<file path="src/rtl/u16u8_pkg.sv">
// ----------------------------------------------------------------------------
// u16u8_pkg
// Types and constants shared by the UTF-16 key to UTF-8 byte transcoder.
// ----------------------------------------------------------------------------
`default_nettype none

package u16u8_pkg;

    // Input item: one UTF-16 code unit plus the entry-open flag.
    typedef struct packed {
        logic [15:0] code_unit;
        logic        entry_open;
    } t_in;

    // Result item: one UTF-8 byte or a backspace event.
    typedef struct packed {
        logic       kind;
        logic [7:0] text_byte;
        logic       last;
    } t_out;

    localparam int MaxResults = 4;

    // Decoder result for one input item: byte count and the bytes in order.
    typedef struct packed {
        logic [2:0]                 count;
        t_out [MaxResults-1:0]      res;
    } t_dec;

    localparam logic KindText      = 1'b0;
    localparam logic KindBackspace = 1'b1;

    localparam logic [15:0] CuCr        = 16'h000D;
    localparam logic [15:0] CuLf        = 16'h000A;
    localparam logic [15:0] CuBackspace = 16'h0008;
    localparam logic [15:0] HighFirst   = 16'hD800;
    localparam logic [15:0] HighLast    = 16'hDBFF;
    localparam logic [15:0] LowFirst    = 16'hDC00;
    localparam logic [15:0] LowLast     = 16'hDFFF;
    localparam logic [20:0] SuppBase    = 21'h10000;
    localparam logic [20:0] CpDelete    = 21'h0007F;
    localparam logic [20:0] CpSpace     = 21'h00020;
    localparam logic [20:0] CpTwoByte   = 21'h00080;
    localparam logic [20:0] CpThreeByte = 21'h00800;
    localparam logic [7:0]  ByteNewline = 8'h0A;
    localparam logic [7:0]  LeadTwo     = 8'hC0;
    localparam logic [7:0]  LeadThree   = 8'hE0;
    localparam logic [7:0]  LeadFour    = 8'hF0;
    localparam logic [1:0]  ContTag     = 2'b10;

endpackage

`default_nettype wire

</file>
<file path="src/rtl/u16u8_decode.sv">
// ----------------------------------------------------------------------------
// u16u8_decode
// Turns one registered code unit into up to four result items and keeps the
// pending high surrogate, which advances only when the item is taken.
// ----------------------------------------------------------------------------
`default_nettype none

module u16u8_decode import u16u8_pkg::*; (
    input  wire      i_clk,
    input  wire      i_rst_n,
    input  wire t_in i_item,
    input  wire      i_take,
    output t_dec     o_dec
);

    logic [15:0] r_held;
    logic [15:0] n_held;
    logic [15:0] cu;
    logic [20:0] cp;
    logic [7:0]  b [MaxResults];
    logic [2:0]  n_bytes;
    logic        encode;

    assign cu = i_item.code_unit;

    always_comb begin
        n_held = r_held;
        encode = 1'b0;
        cp     = {5'd0, cu};
        o_dec  = '0;
        if (!i_item.entry_open) begin
            o_dec.count = 3'd0;
        end else if (cu == CuCr || cu == CuLf) begin
            o_dec.count            = 3'd1;
            o_dec.res[0].kind      = KindText;
            o_dec.res[0].text_byte = ByteNewline;
            o_dec.res[0].last      = 1'b1;
        end else if (cu == CuBackspace) begin
            o_dec.count            = 3'd1;
            o_dec.res[0].kind      = KindBackspace;
            o_dec.res[0].text_byte = 8'd0;
            o_dec.res[0].last      = 1'b1;
        end else if (cu inside {[HighFirst:HighLast]}) begin
            n_held = cu;
        end else if ((cu inside {[LowFirst:LowLast]}) && r_held == 16'd0) begin
            // drop an orphan low surrogate
            n_held = r_held;
        end else begin
            if (cu inside {[LowFirst:LowLast]}) begin
                cp = {1'b0, r_held[9:0], cu[9:0]} + SuppBase;
            end
            n_held = 16'd0;
            encode = !(cp < CpSpace || cp == CpDelete);
        end

        // UTF-8 byte layout by code point range
        if (cp < CpTwoByte) begin
            n_bytes = 3'd1;
            b[0] = cp[7:0];
            b[1] = 8'd0;
            b[2] = 8'd0;
            b[3] = 8'd0;
        end else if (cp < CpThreeByte) begin
            n_bytes = 3'd2;
            b[0] = LeadTwo | {3'd0, cp[10:6]};
            b[1] = {ContTag, cp[5:0]};
            b[2] = 8'd0;
            b[3] = 8'd0;
        end else if (cp < SuppBase) begin
            n_bytes = 3'd3;
            b[0] = LeadThree | {4'd0, cp[15:12]};
            b[1] = {ContTag, cp[11:6]};
            b[2] = {ContTag, cp[5:0]};
            b[3] = 8'd0;
        end else begin
            n_bytes = 3'd4;
            b[0] = LeadFour | {5'd0, cp[20:18]};
            b[1] = {ContTag, cp[17:12]};
            b[2] = {ContTag, cp[11:6]};
            b[3] = {ContTag, cp[5:0]};
        end

        if (encode) begin
            o_dec.count = n_bytes;
            for (int k = 0; k < MaxResults; k++) begin
                o_dec.res[k].kind      = KindText;
                o_dec.res[k].text_byte = b[k];
                o_dec.res[k].last      = (3'(k + 1) == n_bytes);
            end
        end
    end

    always_ff @(posedge i_clk) begin
        if (!i_rst_n) begin
            r_held <= 16'd0;
        end else if (i_take) begin
            r_held <= n_held;
        end
    end

endmodule

`default_nettype wire

</file>
<file path="src/rtl/u16u8_outbuf.sv">
// ----------------------------------------------------------------------------
// u16u8_outbuf
// Holds the result items of one input item and shifts them out one per
// cycle while i_ready is high; the head entry is the output register.
// ----------------------------------------------------------------------------
`default_nettype none

module u16u8_outbuf import u16u8_pkg::*; (
    input  wire       i_clk,
    input  wire       i_rst_n,
    input  wire       i_load,
    input  wire t_dec i_dec,
    input  wire       i_ready,
    output logic      o_valid,
    output t_out      o_data,
    output logic      o_free
);

    t_out [MaxResults-1:0] r_buf;
    t_out [MaxResults-1:0] n_buf;
    logic [2:0]            r_cnt;

    assign o_valid = (r_cnt != 3'd0);
    assign o_data  = r_buf[0];
    // free when empty or when the final item leaves this cycle
    assign o_free  = (r_cnt == 3'd0) || (r_cnt == 3'd1 && i_ready);

    always_comb begin
        for (int k = 0; k < MaxResults - 1; k++) begin
            n_buf[k] = r_buf[k + 1];
        end
        n_buf[MaxResults-1] = r_buf[MaxResults-1];
    end

    always_ff @(posedge i_clk) begin
        if (!i_rst_n) begin
            r_cnt <= 3'd0;
        end else if (i_load) begin
            r_cnt <= i_dec.count;
        end else if (o_valid && i_ready) begin
            r_cnt <= r_cnt - 3'd1;
        end
    end

    always_ff @(posedge i_clk) begin
        if (i_load) begin
            r_buf <= i_dec.res;
        end else if (o_valid && i_ready) begin
            r_buf <= n_buf;
        end
    end

endmodule

`default_nettype wire

</file>
<file path="src/rtl/utf16_key_to_utf8_bytes.sv">
// ----------------------------------------------------------------------------
// utf16_key_to_utf8_bytes
// UTF-16 key code units in, UTF-8 bytes and backspace events out.
// ----------------------------------------------------------------------------
//  channel | handshake          | payload
//  --------+--------------------+-------------------------------------------
//  input   | i_valid / o_ready  | i_data  (code_unit, entry_open)
//  output  | o_valid / i_ready  | o_data  (kind, text_byte, last)
//
//  An item enters the input register, is decoded from it combinationally
//  and is loaded into the output buffer once that is free. Results leave
//  one per cycle while i_ready is high; an item holds the buffer until its
//  last result leaves, and the next item can load as that result leaves.
//  Items that give no result leave the input register even while the
//  buffer is busy. Reset clears the held surrogate and both valid flags.
// ----------------------------------------------------------------------------
`default_nettype none

module utf16_key_to_utf8_bytes import u16u8_pkg::*; (
    input  wire      i_clk,
    input  wire      i_rst_n,
    input  wire      i_valid,
    output logic     o_ready,
    input  wire t_in i_data,
    output logic     o_valid,
    input  wire      i_ready,
    output t_out     o_data
);

    logic r_in_valid;
    t_in  r_in;
    t_dec dec;
    logic buf_free;
    logic s1_go;

    // drain the input register into the buffer, or drop it if it gives nothing
    assign s1_go   = r_in_valid && (buf_free || dec.count == 3'd0);
    assign o_ready = !r_in_valid || s1_go;

    always_ff @(posedge i_clk) begin
        if (!i_rst_n) begin
            r_in_valid <= 1'b0;
        end else if (i_valid && o_ready) begin
            r_in_valid <= 1'b1;
        end else if (s1_go) begin
            r_in_valid <= 1'b0;
        end
    end

    always_ff @(posedge i_clk) begin
        if (i_valid && o_ready) begin
            r_in <= i_data;
        end
    end

    u16u8_decode u_decode (
        .i_clk   (i_clk),
        .i_rst_n (i_rst_n),
        .i_item  (r_in),
        .i_take  (s1_go),
        .o_dec   (dec)
    );

    u16u8_outbuf u_outbuf (
        .i_clk   (i_clk),
        .i_rst_n (i_rst_n),
        .i_load  (s1_go && dec.count != 3'd0),
        .i_dec   (dec),
        .i_ready (i_ready),
        .o_valid (o_valid),
        .o_data  (o_data),
        .o_free  (buf_free)
    );

endmodule

`default_nettype wire
</file>
<file path="config.mk">
export PLATFORM = sky130hd
export DESIGN_NAME = utf16_key_to_utf8_bytes
export DESIGN_NICKNAME = d
export VERILOG_FILES = /design/src/rtl/u16u8_pkg.sv /design/src/rtl/u16u8_decode.sv /design/src/rtl/u16u8_outbuf.sv /design/src/rtl/utf16_key_to_utf8_bytes.sv
export SDC_FILE = /design/constraint.sdc
export NUM_CORES = 1
export LEC_CHECK = 0
export BUFFER_PORTS_ARGS = -buffer_cell sky130_fd_sc_hd__buf_4
export CELL_PAD_IN_SITES_DETAIL_PLACEMENT = 1
export CELL_PAD_IN_SITES_GLOBAL_PLACEMENT = 2
export CORE_MARGIN = 2
export CORE_UTILIZATION = 37
export CTS_BUF_LIST = sky130_fd_sc_hd__clkbuf_4 sky130_fd_sc_hd__clkbuf_8
export DETAILED_ROUTE_END_ITERATION = 8
export GPL_TIMING_DRIVEN = 1
export HOLD_SLACK_MARGIN = 0.08
export PLACE_DENSITY_LB_ADDON = 0.1
export SLEW_MARGIN = 40
export SYNTH_ARGS = -nofsm -noshare
export SYNTH_HDL_FRONTEND = slang
export SYNTH_HIERARCHICAL = 1
export SYNTH_SLANG_ARGS = --single-unit
</file>
<file path="constraint.sdc">
create_clock -name i_clk -period 4 [get_ports i_clk]
set_input_delay 0.6 -clock i_clk [delete_from_list [all_inputs] [get_ports i_clk]]
set_output_delay 0.6 -clock i_clk [all_outputs]
set_load 0.01 [all_outputs]
</file>
======== Word level (Yosys, flattened, before mapping) ========
Cells that the tools add are included.
storage, ports and cells
  bits in registers ....................... 77
  word-level logic and storage cells ...... 99
  output and inout port bits .............. 12
  input port bits ......................... 21
operators by class
  mux-type cells .......................... 37
  bitwise gates (word level) .............. 2
  order comparisons ....................... 8
  reduce and logical (&&, ||, !) cells .... 23
  eq/ne operators ......................... 10
  add/subtract/negate cells ............... 2
operator list
  operator                  number
  $mux W21                  11
  $mux W32                  2
  $eq A16 B4 Y1 const B     3
  $mux W43                  1
  $mux W40                  1
  $ge A16 B16 Y1 const B    2
  $le A16 B16 Y1 const B    2
  $mux W16                  2
  $mux W10                  3
  $mux W30                  1
  $mux W29                  1
  $add A20 B17 Y21 const B  1
  $eq A21 B7 Y1 const B     1
  $lt A21 B12 Y1 const B    1
  $lt A21 B17 Y1 const B    1
  $lt A21 B6 Y1 const B     1
  $lt A21 B8 Y1 const B     1
  $mux W3                   7
  $logic_not A16 Y1         1
  $logic_and A1 B1 Y1       8
  $mux W1                   8
  $eq A2 B3 Y1 const A      2
  $logic_not A3 Y1          2
  $reduce_bool A3 Y1        2
  other kinds (10)          17

======== Depth between registers and ports, before layout ========
  word-level depth ........................ 25
  mapped depth ............................ 18
  mapped depth without buffers ............ 13

======== Cells and area by module ========
Netlist, hierarchy kept.
by module, submodules not included
  module                   cells an instance  area an instance (µm²)  instances  seq. area each (µm²)
  u16u8_outbuf             113                1884.3                  1          1261.2
  u16u8_decode             249                1736.7                  1          320.3
  utf16_key_to_utf8_bytes  28                 591.8                   1          530.5

======== Worst setup path after synthesis ========
No wires, ideal clock.
  path kind ............................... reg-to-reg
  start ................................... reg r_in[14] (netlist name)
  end ..................................... reg u_outbuf.r_buf, in the netlist u_outbuf/n_buf[0] (enable)
  arrival ................................. 3772 ps
  path buffers ............................ 3
  stages on the path, launching flop included .. 14
  required time ........................... 3613 ps
  slack ................................... -159 ps
  setup time .............................. 387 ps
  period minus slack after synthesis ...... 4159 ps
  cell sequence ........................... edfxtp_1 -> nand4b_2 -> o311a_1 -> or3_1 -> buf_6 -> and4_1 -> buf_6 -> mux2i_1 -> o22ai_1 -> nor3_2 -> nor2_1 -> buf_6 -> inv_1 -> nand2_1
RTL lines
  what                      line                           RTL
  start: declaration        utf16_key_to_utf8_bytes.sv:31  t_in r_in;
  start signal: assignment  utf16_key_to_utf8_bytes.sv:52  r_in <= i_data;
  end signal: assignment    u16u8_outbuf.sv:47             r_buf <= i_dec.res;
  end signal: assignment    u16u8_outbuf.sv:49             r_buf <= n_buf;
  end: declaration          u16u8_outbuf.sv:19             t_out [MaxResults-1:0] r_buf;

==> impl_metrics.csv <==
group,metric,value,unit
outcome,status,"completed",
worst_setup_path,crit_path_frequent_cell,"buf_4",
clock_network,cts_tree,"built",
drt,vias,3151,
worst_setup_path,crit_chain,"buf_4, buf_4, a211oi_1, nand4_1, o32ai_1, and4_1, mux2i_1, o22ai_2, nor3_4, or3_1, buf_4",
floorplan,start_util,38.4,%
synthesis,synth_area_leaders,"edfxtp_1 (41%), dfxtp_1 (9.5%), mux2_2 (8.0%)",
hold_path,hold_start,"i_data[5]",
grt,grt_max_degree,34,
worst_setup_path,critPathArrivalTime,3.22,ns
pwr,p_leak,1.82,nW
cells_and_area,fill_cells,1196,
cells_and_area,area_growth,17.3,%
cells_and_area,final_area,4940,um^2
grt,grt_usage,18.9,%
synthesis,ys_top_cells_by_count,"edfxtp_1 (57), mux2_2 (30), a21oi_1 (24)",
synthesis,synth_edf_count,57,
pwr,swShare,29.1,%
pwr,seq_power_share,45.0,%
placed_design,place_congestion,0.905,
synthesis,syn_area,4210,um^2
grt,antenna_found_initial,0,
synthesis,synth_top_area_share,40.6,%
drt,drt_iter0_markers,196,
clock_network,cts_hold_buf,0,
pwr,power_frac_comb,29.2,%
clock_network,clk_pin_slew,0.08,ns
synthesis,ys_types,57,
worst_setup_path,slowest_stage,"edfxtp_1",
clock_network,htreeDepth,3,
timing,finalSetupViolCount,0,
floorplan,die_area,12300,um^2
worst_setup_path,startpoint_type,"flop",
timing,tightest_slew,0.700,ns
grt,grt_remaining_overflow,0,
timing,finClkSkew,0.00766,ns
timing,fmax,262,MHz
pwr,power_density,572,nW/um^2
floorplan,coreArea,11000,um^2
cells_and_area,utilization,45.0,%
timing,fin_hold_ws,0.406,ns
drt,wl_per_cell,19.4,um
synthesis,yosysTopAreaCell,"edfxtp_1",
grt,grt_pass1_vias,3271,
floorplan,fp.dieW,111,um
timing,hold_violations,0,
pwr,switching_power,0.000822,W
synthesis,synth.avg_cell_area,10.8,um^2
drt,antenna_left,0,
synthesis,synthArstFlopShare,0,%
worst_setup_path,cp_slowest_stage_delay,0.48,ns
drt,drtPass1Iterations,4,
worst_setup_path,cp_data_required_time,3.40,ns
timing,slew-limit-headroom,53.0,%
drt,drc,0,
synthesis,synthCells,390,
cells_and_area,final_nets,455,
pwr,p_clk_share,25.8,%
placed_design,io_buffers,32,
hold_path,hold_class,"in2reg",
timing,period_share,95.5,%
placed_design,place_hpwl,7950,um
timing,rsz0062_at_grt,"false",
timing,fin_crit,3.82,ns
worst_setup_path,rr_startpoint,"r_in[12]$_DFFE_PP_",
worst_setup_path,crit_path_end_kind,"output pin",
floorplan,die_height,111,um
timing,layout_setup_ws,0.181,ns
worst_setup_path,cp_max_fo,5,
drt,routed_wl,11100,um
synthesis,ys_ff_latch,77,
flow_run,cap_violations,0,
clock_network,cts-root-buf,"clkbuf_8",
worst_setup_path,crit_type,"reg2out",
timing,fin_setup_tns,0,ns
clock_network,clock_path_buffers,2,
worst_setup_path,rr_worst_depth,13,
hold_path,hold_path_end,"r_in[5]$_DFFE_PP_",
clock_network,clkLatencyLatePin,0.37,ns
synthesis,ys_warn_count,6,
cells_and_area,drive_gt1_share,28.8,%
grt,grt_pass1_wl,18100,um
floorplan,rows,38,
worst_setup_path,rrSetupSlack,0.29,ns
timing,drv_slew,0,
placed_design,place_area,4610,um^2
cells_and_area,diodes,0,
clock_network,cts.sinks,77,
worst_setup_path,timing.rr.end,"u_decode/r_held[14]$_SDFFE_PN0P_",
hold_path,holdPathStages,1,
floorplan,pin_count,33,
synthesis,yosysMostFrequentCell,"edfxtp_1",
synthesis,synth_flop_cell,"edfxtp_1",
clock_network,cts_buffers,9,
pwr,ir_drop,0.000372,V
synthesis,seq_area_frac_synth,50.1,%
drt,viasPerCell,5.49,
pwr,p_int,0.00200,W
placed_design,pre_cts_ws,0.193,ns
==> cell families (layout without fill, tap and decap cells) <==
family,after synthesis,after routing,share of synthesized area [%]
and+or+nand+nor,141,141,18.9
AOI/OAI and AO/OA,81,81,13.6
DFF,77,77,50.1
buffers and inverters,48,87,6.21
muxes,35,35,9.21
adders and majority gates,5,5,1.49
xor gates and xnor gates,2,2,0.416
other,1,6,0.0890
==> per-stage QoR <==
| stage | cells | total power [W] |
|---|---|---|
| CTS | 567 | 0.00285 |
| finish | 574 | 0.00282 |
| global placement | 551 | 0.00208 |
| detailed placement | 551 | 0.00211 |
| global route | 574 | 0.00299 |
| floorplan | 395 | 0.00179 |
==> critical path, delay by kind of cell (launching register included) <==
kind                   cells  cell delay [ns]
muxes                      1             0.23
AOI/OAI and AO/OA          3             0.79
buffers and inverters      3             0.44
DFF                        1             0.48
and+or+nand+nor            4             0.90
==> state kept, by name (all words and copies together), names as in the netlist <==
name / cells
u_outbuf/o_data: 10
u_decode/r_held: 16
u_outbuf/r_cnt: 3
r_in: 17
r_in_valid: 1
u_outbuf/n_buf: 30
==> final cells by class <==
type	instances	area (um^2)	share of cell area, %
Sequential cell	77	2110	42.8
Multi-Input combinational cell	270	1900	38.4
Timing Repair Buffer	57	453	9.17
Tap cell	140	175	3.55
Clock buffer	12	153	3.09
Clock inverter	4	95.1	1.93
Inverter	14	52.6	1.06
==> power groups by stage <==
stage / Clock [W] / Sequential [W] / Combinational (W)
3_5_place_dp: 0 / 0.00130 / 0.000816
2_1_floorplan: 0 / 0.00127 / 0.000523
5_1_grt: 0.000788 / 0.00129 / 0.000907
4_1_cts: 0.000754 / 0.00128 / 0.000821
6_report: 0.000729 / 0.00127 / 0.000826
3_3_place_gp: 0 / 0.00128 / 0.000795
==> worst max-delay path by stage <==
stage	start	end	slack [ns]	cells after the start
3_5_place_dp	r_in[14]$_DFFE_PP_	u_decode/r_held[1]$_SDFFE_PN0P_	0.19	11
2_1_floorplan	r_in[14]$_DFFE_PP_	u_outbuf/n_buf[0]$_DFFE_PP_	0.12	13
3_3_place_gp	r_in[14]$_DFFE_PP_	u_decode/r_held[6]$_SDFFE_PN0P_	0.28	11
5_1_grt	r_in[9]$_DFFE_PP_	o_ready	0.03	9
4_1_cts	r_in[14]$_DFFE_PP_	o_ready	0.02	9
6_report	r_in[12]$_DFFE_PP_	o_ready	0.18	11
==> timing repair <==
item,CTS,global route
endpoints found under the setup margin,1,17
setup buffers,0,7
cloned,0,0
resized for setup,1,7
pin swaps,0,0
==> cell usage in the layout (no fill, tap or decap), types with 7 or more instances in the layout <==
cell type	synthesis	routed
dfxtp_1	20	19
inv_1	13	13
buf_4	8	55
edfxtp_1	57	57
o21ai_0	8	7
nand3_1	11	11
clkbuf_8	0	10
nor2b_1	17	17
nor2_1	21	20
a22oi_1	12	12
nand2_1	21	20
a21oi_1	24	24
and2_1	19	19
mux2_2	30	30
nor3_1	15	14
==> routing by layer <==
metal | share of wire (%) | GRT usage [%] | vias to the layer above | wire [um]
li1 | - | - | 1519 | -
met5 | 0 | 0 | - | 0
met2 | 48 | 30.4 | 58 | 5310
met1 | 47 | 25.5 | 1567 | 5280
met3 | 4.1 | 4.43 | 7 | 455
met4 | 0.86 | 5.75 | 0 | 96
Note: power is estimated with default switching activity, not from simulation.
